--- src/hw/rtl/tla_pkg.sv ---
package tla_pkg;

  localparam int CAP_W       = 4;
  localparam int STREAK_W    = 8;
  localparam int MAX_WAITING = 255;
  localparam int WAIT_W      = $clog2(MAX_WAITING + 1);
  localparam int RESULT_CAP  = 15;
  localparam int NUM_W       = $clog2(RESULT_CAP);
  localparam int CFG_DATA_W  = 8;
  localparam int ERR_W       = 2;

  localparam logic [CAP_W-1:0]    CAP_RESET   = CAP_W'(3);
  localparam logic [STREAK_W-1:0] LIMIT_RESET = STREAK_W'(5);
  localparam logic [STREAK_W-1:0] STREAK_MAX  = {STREAK_W{1'b1}};
  localparam logic [WAIT_W-1:0]   WAIT_MAX    = WAIT_W'(MAX_WAITING);

  localparam logic [1:0] DIR_NEUTRAL = 2'd0;
  localparam logic [1:0] DIR_NORTH   = 2'd1;
  localparam logic [1:0] DIR_SOUTH   = 2'd2;

  localparam logic [ERR_W-1:0] ERR_NONE     = 2'd0;
  localparam logic [ERR_W-1:0] ERR_DEPART   = 2'd1;
  localparam logic [ERR_W-1:0] ERR_OVERFLOW = 2'd2;

  localparam logic KIND_ARRIVAL   = 1'b0;
  localparam logic KIND_DEPARTURE = 1'b1;
  localparam logic SIDE_NORTH     = 1'b0;
  localparam logic SIDE_SOUTH     = 1'b1;

  localparam logic CFG_CAPACITY = 1'b0;
  localparam logic CFG_LIMIT    = 1'b1;

  typedef struct packed {
    logic load_event;
    logic emit;
  } cmd_t;

  typedef struct packed {
    logic final_result;
  } status_t;

endpackage

--- src/hw/rtl/tla_dp.sv ---
module tla_dp (
  input  logic                               clk,
  input  logic                               rst,
  input  tla_pkg::cmd_t                      cmd,
  output tla_pkg::status_t                   status,
  input  logic                               kind,
  input  logic                               side,
  input  logic                               cfg_we,
  input  logic                               cfg_index,
  input  logic [tla_pkg::CFG_DATA_W-1:0]     cfg_data,
  output logic                               granted,
  output logic                               grant_side,
  output logic [tla_pkg::CAP_W-1:0]          occupants,
  output logic [tla_pkg::STREAK_W-1:0]       streak_now,
  output logic [tla_pkg::ERR_W-1:0]          error,
  output logic                               last
);

  logic [tla_pkg::CAP_W-1:0]    capacity;
  logic [tla_pkg::STREAK_W-1:0] streak_limit;
  logic [tla_pkg::CAP_W-1:0]    occ;
  logic [1:0]                   dir;
  logic [tla_pkg::STREAK_W-1:0] streak;
  logic [tla_pkg::WAIT_W-1:0]   wait_north;
  logic [tla_pkg::WAIT_W-1:0]   wait_south;
  logic                         pref;
  logic [tla_pkg::ERR_W-1:0]    err;
  logic [tla_pkg::NUM_W-1:0]    num;

  // event application
  logic [tla_pkg::ERR_W-1:0]    ev_err;
  logic [tla_pkg::WAIT_W-1:0]   ev_north;
  logic [tla_pkg::WAIT_W-1:0]   ev_south;
  logic [tla_pkg::CAP_W-1:0]    ev_occ;
  logic [1:0]                   ev_dir;
  logic [tla_pkg::STREAK_W-1:0] ev_streak;
  logic                         ev_pref;
  logic [tla_pkg::WAIT_W-1:0]   ev_w_side;
  logic [tla_pkg::WAIT_W-1:0]   ev_w_other;

  always_comb begin
    ev_err     = tla_pkg::ERR_NONE;
    ev_north   = wait_north;
    ev_south   = wait_south;
    ev_occ     = occ;
    ev_dir     = dir;
    ev_streak  = streak;
    ev_pref    = side;
    ev_w_side  = (side == tla_pkg::SIDE_SOUTH) ? wait_south : wait_north;
    ev_w_other = (side == tla_pkg::SIDE_SOUTH) ? wait_north : wait_south;
    if (kind == tla_pkg::KIND_ARRIVAL) begin
      if (ev_w_side >= tla_pkg::WAIT_MAX) begin
        ev_err = tla_pkg::ERR_OVERFLOW;
      end else if (side == tla_pkg::SIDE_SOUTH) begin
        ev_south = wait_south + tla_pkg::WAIT_W'(1);
      end else begin
        ev_north = wait_north + tla_pkg::WAIT_W'(1);
      end
    end else begin
      if (occ == '0 || dir != {1'b0, side} + 2'd1) begin
        ev_err = tla_pkg::ERR_DEPART;
      end else begin
        ev_occ = occ - tla_pkg::CAP_W'(1);
        if (ev_occ == '0) begin
          // resource empties: hand over to the other side if it waits
          ev_dir    = tla_pkg::DIR_NEUTRAL;
          ev_streak = '0;
          ev_pref   = (ev_w_other != '0) ? ~side : side;
        end
      end
    end
  end

  // admission decision
  logic                         sel;
  logic                         neutral;
  logic                         dir_ok;
  logic [tla_pkg::WAIT_W-1:0]   w_sel;
  logic [tla_pkg::WAIT_W-1:0]   w_opp;
  logic                         room;
  logic                         admit_ok;
  logic                         more_ok;
  logic [tla_pkg::STREAK_W-1:0] streak_inc;
  logic [tla_pkg::CAP_W-1:0]    occ_inc;

  always_comb begin
    neutral = (dir == tla_pkg::DIR_NEUTRAL);
    dir_ok  = 1'b1;
    if (neutral) begin
      sel = ((pref ? wait_south : wait_north) != '0) ? pref : ~pref;
    end else begin
      sel    = (dir == tla_pkg::DIR_SOUTH);
      dir_ok = (dir == tla_pkg::DIR_NORTH) || (dir == tla_pkg::DIR_SOUTH);
    end
    w_sel      = sel ? wait_south : wait_north;
    w_opp      = sel ? wait_north : wait_south;
    room       = occ < capacity;
    admit_ok   = room && (w_sel != '0) && dir_ok &&
                 (neutral || !(streak >= streak_limit && w_opp != '0));
    streak_inc = (streak == tla_pkg::STREAK_MAX) ? streak
                                                 : streak + tla_pkg::STREAK_W'(1);
    occ_inc    = occ + tla_pkg::CAP_W'(1);
    // look ahead at the state after this admission
    more_ok    = (w_sel > tla_pkg::WAIT_W'(1)) && (occ_inc < capacity) &&
                 !(streak_inc >= streak_limit && w_opp != '0) &&
                 (num != tla_pkg::NUM_W'(tla_pkg::RESULT_CAP - 1));
    status.final_result = !admit_ok || !more_ok;
  end

  always_ff @(posedge clk) begin
    if (rst) begin
      capacity     <= tla_pkg::CAP_RESET;
      streak_limit <= tla_pkg::LIMIT_RESET;
      occ          <= '0;
      dir          <= tla_pkg::DIR_NEUTRAL;
      streak       <= '0;
      wait_north   <= '0;
      wait_south   <= '0;
    end else begin
      if (cfg_we) begin
        unique case (cfg_index)
          tla_pkg::CFG_CAPACITY: capacity     <= cfg_data[tla_pkg::CAP_W-1:0];
          tla_pkg::CFG_LIMIT:    streak_limit <= cfg_data[tla_pkg::STREAK_W-1:0];
          default: ;
        endcase
      end
      if (cmd.load_event) begin
        occ        <= ev_occ;
        dir        <= ev_dir;
        streak     <= ev_streak;
        wait_north <= ev_north;
        wait_south <= ev_south;
      end else if (cmd.emit && admit_ok) begin
        occ    <= occ_inc;
        dir    <= sel ? tla_pkg::DIR_SOUTH : tla_pkg::DIR_NORTH;
        streak <= streak_inc;
        if (sel) begin
          wait_south <= wait_south - tla_pkg::WAIT_W'(1);
        end else begin
          wait_north <= wait_north - tla_pkg::WAIT_W'(1);
        end
      end
    end
  end

  always_ff @(posedge clk) begin
    if (cmd.load_event) begin
      pref <= ev_pref;
      err  <= ev_err;
      num  <= '0;
    end else if (cmd.emit) begin
      num <= num + tla_pkg::NUM_W'(1);
    end
    if (cmd.emit) begin
      error <= err;
      last  <= status.final_result;
      if (admit_ok) begin
        granted    <= 1'b1;
        grant_side <= sel;
        occupants  <= occ_inc;
        streak_now <= streak_inc;
      end else begin
        granted    <= 1'b0;
        grant_side <= tla_pkg::SIDE_NORTH;
        occupants  <= occ;
        streak_now <= streak;
      end
    end
  end

`ifndef SYNTHESIS
  a_empty_neutral: assert property (@(posedge clk) disable iff (rst)
    (occ == '0) == (dir == tla_pkg::DIR_NEUTRAL))
    else $error("occupant count and direction disagree");

  a_neutral_streak: assert property (@(posedge clk) disable iff (rst)
    (dir == tla_pkg::DIR_NEUTRAL) |-> (streak == '0))
    else $error("streak kept while neutral");

  a_admit_fills: assert property (@(posedge clk) disable iff (rst)
    (cmd.emit && admit_ok) |=> (occ == $past(occ) + tla_pkg::CAP_W'(1)))
    else $error("admission did not raise occupant count");
`endif

endmodule

--- src/hw/rtl/tla_ctrl.sv ---
module tla_ctrl (
  input  logic              clk,
  input  logic              rst,
  input  logic              in_valid,
  output logic              in_ready,
  output logic              out_valid,
  input  logic              out_ready,
  output tla_pkg::cmd_t     cmd,
  input  tla_pkg::status_t  status
);

  typedef enum logic {
    S_IDLE,
    S_ADMIT
  } state_t;

  state_t state;
  logic   out_free;

  assign in_ready = (state == S_IDLE);
  assign out_free = !out_valid || out_ready;

  always_comb begin
    cmd.load_event = 1'b0;
    cmd.emit       = 1'b0;
    unique case (state)
      S_IDLE:  cmd.load_event = in_valid;
      S_ADMIT: cmd.emit       = out_free;
      default: ;
    endcase
  end

  always_ff @(posedge clk) begin
    if (rst) begin
      state     <= S_IDLE;
      out_valid <= 1'b0;
    end else begin
      if (cmd.emit) begin
        out_valid <= 1'b1;
      end else if (out_ready) begin
        out_valid <= 1'b0;
      end
      unique case (state)
        S_IDLE: begin
          if (in_valid) state <= S_ADMIT;
        end
        S_ADMIT: begin
          // stay until the final result of this transaction is loaded
          if (cmd.emit && status.final_result) state <= S_IDLE;
        end
        default: state <= S_IDLE;
      endcase
    end
  end

`ifndef SYNTHESIS
  a_stall_holds: assert property (@(posedge clk) disable iff (rst)
    (state == S_ADMIT && out_valid && !out_ready) |=> (state == S_ADMIT))
    else $error("left admission while output stalled");
`endif

endmodule

--- src/hw/rtl/two_way_lane_arbiter.sv ---
// Two-way lane arbiter for a one-lane resource shared by a north and a south side.
// Input channel (in_valid/in_ready, kind, side): one arrival or departure per
// transaction. Output channel (out_valid/out_ready): one result per admitted
// user, or a single result with granted low when nobody is admitted; last
// marks the final result of each input. Config channel (cfg_valid/cfg_ready,
// cfg_index, cfg_data) writes capacity (index 0) and streak_limit (index 1);
// it is always ready; it must be written only while the block is idle, a rule
// for the user that the block itself does not enforce. The event is applied at
// the accepting edge and the first result is loaded into the output register
// once the output is free, then one result per cycle while the receiver does
// not stall; an input admits at most 15 users and the next input is taken
// only after its final result. Admission uses one compare-and-update datapath.
// Reset: capacity 3, streak limit 5, no occupants, neutral direction, no
// waiters, output empty.
// When the receiver stalls, the pending result holds in the output register
// and admission pauses; no result is lost or repeated.
module two_way_lane_arbiter (
  input  logic                              clk,
  input  logic                              rst,
  input  logic                              in_valid,
  output logic                              in_ready,
  input  logic                              kind,
  input  logic                              side,
  output logic                              out_valid,
  input  logic                              out_ready,
  output logic                              granted,
  output logic                              grant_side,
  output logic [tla_pkg::CAP_W-1:0]         occupants,
  output logic [tla_pkg::STREAK_W-1:0]      streak_now,
  output logic [tla_pkg::ERR_W-1:0]         error,
  output logic                              last,
  input  logic                              cfg_valid,
  output logic                              cfg_ready,
  input  logic                              cfg_index,
  input  logic [tla_pkg::CFG_DATA_W-1:0]    cfg_data
);

  tla_pkg::cmd_t    cmd;
  tla_pkg::status_t status;

  assign cfg_ready = 1'b1;

  tla_ctrl u_ctrl (
    .clk       (clk),
    .rst       (rst),
    .in_valid  (in_valid),
    .in_ready  (in_ready),
    .out_valid (out_valid),
    .out_ready (out_ready),
    .cmd       (cmd),
    .status    (status)
  );

  tla_dp u_dp (
    .clk        (clk),
    .rst        (rst),
    .cmd        (cmd),
    .status     (status),
    .kind       (kind),
    .side       (side),
    .cfg_we     (cfg_valid && cfg_ready),
    .cfg_index  (cfg_index),
    .cfg_data   (cfg_data),
    .granted    (granted),
    .grant_side (grant_side),
    .occupants  (occupants),
    .streak_now (streak_now),
    .error      (error),
    .last       (last)
  );

endmodule
--- config.mk ---
export PLATFORM = sky130hd
export DESIGN_NAME = two_way_lane_arbiter
export DESIGN_NICKNAME = d
export VERILOG_FILES = /design/src/hw/rtl/tla_pkg.sv /design/src/hw/rtl/tla_dp.sv /design/src/hw/rtl/tla_ctrl.sv /design/src/hw/rtl/two_way_lane_arbiter.sv
export SDC_FILE = /design/constraint.sdc
export NUM_CORES = 1
export LEC_CHECK = 0
export ABC_AREA = 1
export ABC_CLOCK_PERIOD_IN_PS = 2800
export BUFFER_PORTS_ARGS = -buffer_cell sky130_fd_sc_hd__buf_4
export CAP_MARGIN = 15
export CELL_PAD_IN_SITES_DETAIL_PLACEMENT = 1
export CELL_PAD_IN_SITES_GLOBAL_PLACEMENT = 1
export CORE_ASPECT_RATIO = 0.5
export CORE_MARGIN = 2
export CORE_UTILIZATION = 45
export DETAILED_ROUTE_END_ITERATION = 12
export PLACE_DENSITY = 0.77
export SYNTH_ARGS = -nofsm -noshare
export SYNTH_HDL_FRONTEND = slang
export SYNTH_SLANG_ARGS = --single-unit
--- constraint.sdc ---
create_clock -name clk -period 2.8 [get_ports clk]
set_input_delay 0.7 -clock clk [delete_from_list [all_inputs] [get_ports clk]]
set_output_delay 0.7 -clock clk [all_outputs]
set_load 0.01 [all_outputs]
==> results of run 1 <==
layout by cell type, fill, tap and decap left out, types with 20 or more instances in the layout:
master,count
dfxtp_1,46
a21oi_1,68
nand3_1,49
o21ai_0,28
ha_1,39
edfxtp_1,20
inv_1,64
nor2_1,52
buf_4,44
nand2_1,86
per-stage QoR:
step / hold slack, ns / std cells
6_report: 0.420 / 721
2_1_floorplan: 0.400 / 555
3_5_place_dp: 0.406 / 701
4_1_cts: 0.418 / 717
5_1_grt: 0.440 / 721
3_3_place_gp: 0.403 / 701
final cells by class:
cell class | instances | share of cell area, %
multi-input combinational | 404 | 48.5
sequential | 68 | 31.0
timing repair buffer | 45 | 6.94
clock buffer | 12 | 5.10
inverter | 67 | 4.98
tap | 121 | 3.00
clock inverter | 4 | 0.446
where the power goes:
group	internal (mW)	switching [mW]
Sequential	1.40	0.289
Combinational	1.23	2.26
Clock	0.649	0.422
cells in the mapped netlist (all sizes together):
cell / number / area share [%]
o311ai: 1 / 0.20
conb: 1 / 0.087
o21ai: 35 / 4.0
nand4: 9 / 1.8
o21a: 1 / 0.17
xor2: 19 / 3.8
fa: 2 / 0.92
a211oi: 2 / 0.64
clkinv: 1 / 0.087
o31ai: 1 / 0.17
nor2: 55 / 5.1
dfxtp: 48 / 22
ha: 40 / 12
and3: 1 / 0.14
o211ai: 4 / 0.69
inv: 66 / 5.7
nor4: 4 / 0.92
nand2: 92 / 8.5
a21o: 1 / 0.17
edfxtp: 20 / 14
o2111ai: 1 / 0.20
or2: 2 / 0.29
clkbuf: 3 / 0.26
buf: 13 / 2.2
nand3: 52 / 6.4
a21oi: 69 / 8.0
nor3: 6 / 0.69
xnor2: 5 / 1.0
a41oi: 1 / 0.20
per-layer routing:
metal | vias up | wire [um] | GRT usage [%]
met1 | 1819 | 5420 | 29.0
li1 | 1947 | - | -
met5 | - | 0 | 0
met3 | 10 | 344 | 4.82
met2 | 57 | 5290 | 37.8
met4 | 0 | 80 | 6.16
flip-flops by register name (all words and copies together) (netlist names):
| signal | flops |
|---|---|
| u_dp.capacity | 4 |
| u_dp.num | 4 |
| u_dp.err | 2 |
| u_dp.streak | 8 |
| u_dp.granted | 1 |
| u_dp.grant_side | 1 |
| u_dp.last | 1 |
| u_dp.occ | 4 |
| u_ctrl.state | 1 |
| u_dp.streak_limit | 8 |
| u_dp.wait_north | 8 |
| u_dp.streak_now | 8 |
| u_dp.error | 2 |
| u_dp.wait_south | 8 |
| u_dp.pref | 1 |
| u_dp.dir | 2 |
| u_ctrl.out_valid | 1 |
| u_dp.occupants | 4 |
worst max path at each step:
stage / start / to / slack [ns] / cells after the start
CTS: u_dp.streak[3]$_SDFFE_PP0P_ / u_dp.last$_DFFE_PP_ / 0.05 / 13
global route: u_dp.streak[1]$_SDFFE_PP0P_ / u_dp.last$_DFFE_PP_ / -0.03 / 14
global placement: u_dp.streak[3]$_SDFFE_PP0P_ / u_dp.last$_DFFE_PP_ / 0.03 / 11
detailed placement: u_dp.streak[3]$_SDFFE_PP0P_ / u_dp.last$_DFFE_PP_ / -0.03 / 13
floorplan: in_valid / u_dp.wait_north[6]$_SDFFE_PP0P_ / 0.13 / 12
finish: u_dp.streak[0]$_SDFFE_PP0P_ / u_dp.last$_DFFE_PP_ / 0.17 / 14
worst max-delay path, stage by stage, from the launching register on:
cell and delay (ns):
dfxtp_2 0.35, ha_2 0.19, nand2_2 0.08, nor4_4 0.33, nand3_4 0.18, nand2_1 0.10, nor2_1 0.05, a21oi_2 0.16
ha_1 0.27, a21oi_1 0.14, o21ai_0 0.10, nand2_1 0.07, o2111ai_1 0.11, nand3_1 0.09, nand4_1 0.11
cell families after synthesis:
| logic type | count (synthesis) | synth area share (%) |
|---|---|---|
| buffers and inverters | 83 | 8.29 |
| xor gates and xnor gates | 24 | 4.85 |
| and+or+nand+nor | 221 | 23.8 |
| AOI/OAI and AO/OA | 116 | 14.5 |
| other | 1 | 0.0866 |
| DFF | 68 | 36.1 |
| adders and majority gates | 42 | 12.5 |
timing repair:
item / in CTS / in global routing
buffers inserted: 0 / 4
gates resized for setup: 2 / 11
hold buffers: 0 / 0
endpoints found under the setup margin: 2 / 2
gates cloned: 0 / 0
pin swaps: 0 / 3
==> metrics.txt, run 1 <==
min-delay worst type=reg -> reg; Worst R2R End=u_dp.last$_DFFE_PP_; count of input and output buffers=34; Root Buffer=clkbuf_16; R2R cell count=14; pre-CTS WS=-0.0347 ns; RePlAce Congestion=around 0.80; Seq cells post-synth=68; Slew Limit Fails=0; core area=9380 um^2; vias in the first global route=roughly 3700; part of the cycle the worst path needs=a little over nine tenths; Total Routing Usage GR=around 22%; die area=about 10000 um^2; arrival time at the worst endpoint=2.67 ns; vias post-DR=~3800; Worst-Skew Late Latency=between 0.3 and 0.4 ns; DRT iter0 DRCs=125; Worst R2R Start=u_dp.streak[0]$_SDFFE_PP0P_; number of I/O pins=36; first-pass GRT wire length=18200 um; final hold viol count=0; Pre-Repair DR Iteration Count=4; setup ws final=~0.17 ns; Syn Std Cell Area=4330 um^2; Netlist cell types=43; Mean Syn Cell Area=about 7.8 um^2; total CTS buffers=9; Crit Path Category=reg -> reg; Area Overhead vs Synth=16.6%; CP required=2.84 ns; Die Ht=73.4 um; Cell Pwr Density=about 1200 nW/um^2; multi-input logic area=around 2400 um^2; Peak VDD IR=~480 uV; clock buffer depth=2; count of clock tree sinks=68; WHS Endpoint=u_dp.error[1]$_DFFE_PP_; status=finished, final reports clean; Final Util=53.8%; Site Rows=25; Hold Crit Depth=0; Reg clk slew, reported paths=~0.05 ns; setup_tns=0 ns; HPWL Detailed=slightly above 8000 um; drt drc=0; Ant. Diodes=0; layout cells sized above 1=14.3%; H-tree levels=3; Initial Util=between 40% and 50%; largest net degree at the start of global routing=33; GRT overflow=0; reg2reg setup slack=~0.17 ns; Max Cap Viol=0; cells after synthesis=555; Synth Net Count=about 600; Reg area=1570 um^2; # nets final=653; Worst-Margin Slew=0.686 ns; fmax=about 380 MHz; total wire length=~11000 um; sequential area share after synthesis=between 30% and 40%; Avg Vias per Cell=around 5.3; TritonCTS clock tree=built; Die X=between 100 and 150 um; CP Capture Type=register; Final Setup Violations=0; hold path start=u_dp.err[1]$_SDFFCE_PP0P_; initial antenna violation count=0; fin crit period=around 2.6 ns; final design instance area without fill=between 5000 and 6000 um^2; Startpoint Class=register; yosys warns=0; antenna-violating nets left=0; worst clock skew=between 0.007 and 0.008 ns; Routed WL per cell=between 15 and 20 um; Placement Cell Area=between 4000 and 5000 um^2; PnR Total Power=approximately 6.3 mW; leakage power=between 2 and 2.5 nW; CP max FO=8; worst rel slew slack=between 50% and 60%; # fillers=between 1000 and 1500
Note: power is estimated with default switching activity, not from simulation.
==> run 2: changes to the inputs <==
--- a/config.mk
+++ b/config.mk
@@ -7,15 +7,16 @@
 export LEC_CHECK = 0
 export ABC_AREA = 1
 export ABC_CLOCK_PERIOD_IN_PS = 2800
-export BUFFER_PORTS_ARGS = -buffer_cell sky130_fd_sc_hd__buf_4
 export CAP_MARGIN = 15
 export CELL_PAD_IN_SITES_DETAIL_PLACEMENT = 1
 export CELL_PAD_IN_SITES_GLOBAL_PLACEMENT = 1
 export CORE_ASPECT_RATIO = 0.5
 export CORE_MARGIN = 2
-export CORE_UTILIZATION = 45
+export CORE_UTILIZATION = 48
 export DETAILED_ROUTE_END_ITERATION = 12
+export DONT_BUFFER_PORTS = 1
 export PLACE_DENSITY = 0.77
+export SETUP_SLACK_MARGIN = 0.15
 export SYNTH_ARGS = -nofsm -noshare
 export SYNTH_HDL_FRONTEND = slang
 export SYNTH_SLANG_ARGS = --single-unit
==> run 2 against run 1 <==
Global-route usage up 2.1 points. Count of clock-buffer cells in the layout down 1. Sequential share of layout area down 0.085 points. Clock power up 13%. Total power up 0.93%. Worst hold slack worse by 0.0074 ns. Setup slack worse by 0.0075 ns. Non-clock buffer count down 20.
==> metrics.txt, run 2 (synthesis gave the netlist of run 1 again) <==
status=finished, final reports clean; HPWL Detailed=8180 um; Worst-Margin Slew=0.717 ns; setup_tns=0 ns; # fillers=1069; Final Util=58.3%; GRT overflow=0; # hold bufs at CTS=0; Root Buffer=clkbuf_16; core area=slightly below 9000 um^2; clock buffer depth=2; NetSw=3.01 mW; PnR Total Power=around 6.3 mW; Crit Path Category=reg -> reg; antenna-violating nets left=0; Site Rows=24; fmax=380 MHz; DRT iter0 DRCs=between 150 and 200; CP required=2.84 ns; commonest non-fill, non-tap cells in the layout=nand2_1 (82), a21oi_1 (65), inv_1 (59), nor2_1 (50), nand3_1 (47); most common cell after layout, fill and taps aside=nand2_1; RePlAce Congestion=0.840; Peak VDD IR=between 500 and 600 uV; layout cells sized above 1=16.2%; Cell Pwr Density=between 1000 and 1500 nW/um^2; count of clock tree sinks=68; min-delay worst type=in -> reg; total CTS buffers=9; total wire length=about 12000 um; Startpoint Class=register; vias in the first global route=about 3900; Area Overhead vs Synth=17.7%; RSZ-0062 raised after global routing=true; multi-input logic area=2590 um^2; Die Ht=71.2 um; initial antenna violation count=0; clock network power share=19.2%; H-tree levels=3; number of I/O pins=36; count of input and output buffers=0; worst rel slew slack=between 50% and 60%; CP Capture Type=register; drt drc=0; Ant. Diodes=0; largest net degree at the start of global routing=33; Pre-Repair DR Iteration Count=4; fin crit period=2.63 ns; final hold viol count=0; Worst-Skew Late Latency=approximately 0.34 ns; Comb pwr share=around 53%; Total Routing Usage GR=approximately 24%; CP max FO=8; Routed WL per cell=16.8 um; vias post-DR=~3900; Sw Ratio=a little under half; TritonCTS clock tree=built; arrival time at the worst endpoint=around 2.7 ns; Initial Util=approximately 50%; first-pass GRT wire length=~19000 um; P_int=3.30 mW; worst clock skew=0.0101 ns; Reg area=between 1500 and 2000 um^2; leakage power=between 2 and 2.5 nW; Max Cap Viol=0; Final Setup Violations=0; Slew Limit Fails=0; part of the cycle the worst path needs=a little over nine tenths; # nets final=between 600 and 700; Reg clk slew, reported paths=roughly 0.060 ns; die area=between 9000 and 10000 um^2; Die X=138 um; Seq pwr share=28.1%; Avg Vias per Cell=~5.5
-- run 2: cell count changes in the layout (fill, tap and decap cells not counted), sizes merged --
cell,previous run,this run
buf,45,25
bufinv,0,1
clkbuf,12,11
clkinv,4,3
clkinvlp,1,2
-- run 2: metal layers --
metal | up-vias | global-route usage, % | wire (um)
met5 | - | 0 | 0
met4 | 0 | 7.03 | 161
met3 | 13 | 5.75 | 402
met2 | 61 | 42.2 | 5670
met1 | 1866 | 31.0 | 5460
li1 | 1917 | - | -
-- run 2: stage by stage --
step | std cells | instance area [um^2] | setup WS [ns] | hold slack (ns)
final | 697 | 5100 | 0.166 | 0.413
after global routing | 697 | 5100 | 0.00240 | 0.415
after CTS | 689 | 4920 | 0.169 | 0.408
after detailed placement | 665 | 4450 | -0.0853 | 0.408
after global placement | 665 | 4450 | 0.0193 | 0.406
after floorplan | 555 | 4340 | 0.153 | 0.400
-- run 2: final timing paths --
| check | depth (start not counted) | endpoint | slack (ns) | from |
|---|---|---|---|---|
| max | 14 | u_dp.last$_DFFE_PP_ | 0.17 | u_dp.streak[0]$_SDFFE_PP0P_ |
| min | 1 | u_dp.streak[2]$_SDFFE_PP0P_ | 0.41 | rst |
| max reg2reg | 14 | u_dp.last$_DFFE_PP_ | 0.17 | u_dp.streak[0]$_SDFFE_PP0P_ |
| min reg2reg | 0 | u_dp.error[0]$_DFFE_PP_ | 0.42 | u_dp.err[0]$_SDFFCE_PN0P_ |
-- run 2: cell type report --
cell class / count / share of cell area [%]
Tap cell: 117 / 2.87
Inverter: 67 / 5.06
Clock buffer: 11 / 5.18
Clock inverter: 5 / 1.10
Timing Repair Buffer: 25 / 3.93
Sequential cell: 68 / 30.9
Multi-Input combinational cell: 404 / 50.9
-- run 2: critical path, stage by stage (launching register included) --
cell and delay, ns:
dfxtp_4 0.39, ha_4 0.16, nand2_4 0.06, nor4_4 0.24, nand3_4 0.20, nand2_2 0.11, nor2_2 0.05, a21oi_2 0.14
ha_1 0.29, a21oi_1 0.18, o21ai_1 0.08, nand2_1 0.08, o2111ai_2 0.13, nand3_1 0.10, nand4_1 0.13
-- run 2: timing repair --
action	in CTS	in global routing
endpoints found under the setup margin	2	2
resized for setup	23	27
pin swaps	7	20
endpoints found under the hold margin	0	0
buffers inserted	8	8
-- run 2: power groups by stage --
stage	Sequential (mW)	Combinational, mW	Clock, mW
final	1.77	3.32	1.21
after global routing	1.81	3.79	1.26
after CTS	1.77	3.31	1.23
after detailed placement	1.77	3.27	0
after global placement	1.76	3.19	0
after floorplan	1.67	2.69	0
==> run 3: changes to the inputs <==
--- a/config.mk
+++ b/config.mk
@@ -15,8 +15,7 @@
 export CORE_UTILIZATION = 48
 export DETAILED_ROUTE_END_ITERATION = 12
 export DONT_BUFFER_PORTS = 1
-export PLACE_DENSITY = 0.77
-export SETUP_SLACK_MARGIN = 0.15
+export PLACE_DENSITY = 0.89
 export SYNTH_ARGS = -nofsm -noshare
 export SYNTH_HDL_FRONTEND = slang
 export SYNTH_SLANG_ARGS = --single-unit
==> run 3 against run 2 <==
Count of clock-buffer cells in the layout is the same. Register-to-register slack lost 0.10 ns. Setup slack lost 0.10 ns. Largest power group unchanged. Cell area shrank 4.2%. Die area is the same. Critical path depth shrank 1. Total power grew 3.3%. First-iteration DRC count grew 16%. Cell count shrank 2.2%. Clock power grew 7%. Worst hold slack gained 0.0046 ns. Via count grew 0.65%.
==> metrics.txt, run 3 (synthesis gave the netlist of run 1 again) <==
status=finished, final reports clean; GRT overflow=0; CP Capture Type=register; Worst-Skew Late Latency=roughly 0.34 ns; Ant. Diodes=0; Initial Util=49.6%; H-tree levels=3; count of clock tree sinks=slightly below 70; Startpoint Class=register; Crit Path Category=reg -> reg; vias post-DR=3882; Cell Pwr Density=1340 nW/um^2; antenna-violating nets left=0; Site Rows=24; CP Cell Sequence=ha_4 -> nand2_2 -> nor4_4 -> nand3_4 -> nand3_1 -> xor2_1 -> ha_1 -> nand2_1 -> nor2_1 -> nand4_1 -> o2111ai_1 -> nand3_1 -> nand4_1; vias in the first global route=~4000; Die X=roughly 140 um; Reg clk slew, reported paths=~0.06 ns; commonest non-fill, non-tap cells in the layout=nand2_1 (85), a21oi_1 (66), inv_1 (62), nor2_1 (52), nand3_1 (48); layout cells sized above 1=between 10% and 20%; # nets final=around 620; most common cell after layout, fill and taps aside=nand2_1; total CTS buffers=9; CP max stage cell=dfxtp_4; Routed WL per cell=18.1 um; part of the cycle the worst path needs=between 90% and 100%; first-pass GRT wire length=between 15000 and 20000 um; TritonCTS clock tree=built; fin crit period=roughly 2.7 ns; fmax=~370 MHz; Die Ht=between 70 and 80 um; CP required=2.83 ns; DRT iter0 DRCs=183; leakage power=2.16 nW; HPWL Detailed=8310 um; Total Routing Usage GR=between 20% and 30%; largest net degree at the start of global routing=33; Final Util=55.9%; Slew Limit Fails=0; CP peak stage delay=0.38 ns; worst clock skew=around 0.0086 ns; drt drc=0; Placement Cell Area=4440 um^2; arrival time at the worst endpoint=around 2.8 ns; min-delay worst type=reg -> reg; CP max FO=8; total wire length=about 12000 um; Root Buffer=clkbuf_16; Area Overhead vs Synth=12.7%; Pre-Repair DR Iteration Count=5; count of input and output buffers=0; Avg Vias per Cell=5.69; R2R cell count=13; final design instance area without fill=around 4900 um^2; core area=8740 um^2; Peak VDD IR=slightly below 400 uV; Max Cap Viol=0; Hold Crit Depth=0; clock buffer depth=2; final hold viol count=0; RePlAce Congestion=0.824; number of I/O pins=36; Final Setup Violations=0; initial antenna violation count=0; die area=~10000 um^2
-- run 3: cell type report --
class                   instances  area [um^2]
flip-flops and latches         68         1570
well taps                     117          146
clock inverters                 5         81.3
clock buffers                  11          254
inverters                      67          251
multi-input cells             404         2490
fillers                      1063         3860
repair buffers                 10         87.6
-- run 3: routing by layer --
metal | share of wire [%] | vias up | GRT usage [%]
met5 | 0 | - | 0
met1 | 42 | 1898 | 28.6
met4 | 2.1 | 0 | 9.41
li1 | - | 1882 | -
met3 | 4.4 | 24 | 6.16
met2 | 51 | 78 | 45.8
-- run 3: what timing repair did --
action | 4_1_cts | 5_1_grt
buffers inserted | 0 | 2
gates resized for setup | 1 | 25
pin swaps | 0 | 8
hold buffers | 0 | 0
endpoints found under the setup margin | 1 | 2
-- run 3: per-stage QoR --
step / hold WS, ns / power (mW) / setup WS (ns) / setup TNS [ns] / std cells
after detailed placement: 0.410 / 5.07 / 0.0359 / 0 / 664
after floorplan: 0.400 / 4.35 / 0.135 / 0 / 555
after global routing: 0.413 / 7.00 / -0.105 / -0.160 / 682
after global placement: 0.404 / 4.87 / 0.273 / 0 / 664
after CTS: 0.414 / 6.46 / 0.00618 / 0 / 680
final: 0.417 / 6.52 / 0.0616 / 0 / 682
-- run 3: critical path, delay by kind of cell, from the launching register on --
| family | cells | cell delay (ns) |
|---|---|---|
| AO/OA/AOI/OAI | 1 | 0.15 |
| XOR/XNOR | 1 | 0.27 |
| adder cells (fa/ha/maj) | 2 | 0.43 |
| flip-flops | 1 | 0.38 |
| AND/OR/NAND/NOR | 9 | 1.19 |
-- run 3: power by group --
part	internal, mW	switching (mW)	leakage, nW
clock network	0.836	0.452	0.161
registers	1.41	0.355	0.588
logic	1.13	2.33	1.41
total	3.38	3.14	2.16
-- run 3: worst paths after layout --
path	startpoint	endpoint	slack, ns
setup / recovery	u_dp.streak[0]$_SDFFE_PP0P_	u_dp.last$_DFFE_PP_	0.06
hold / removal	u_dp.err[0]$_SDFFCE_PN0P_	u_dp.error[0]$_DFFE_PP_	0.42
setup reg to reg	u_dp.streak[0]$_SDFFE_PP0P_	u_dp.last$_DFFE_PP_	0.06
hold reg to reg	u_dp.err[0]$_SDFFCE_PN0P_	u_dp.error[0]$_DFFE_PP_	0.42
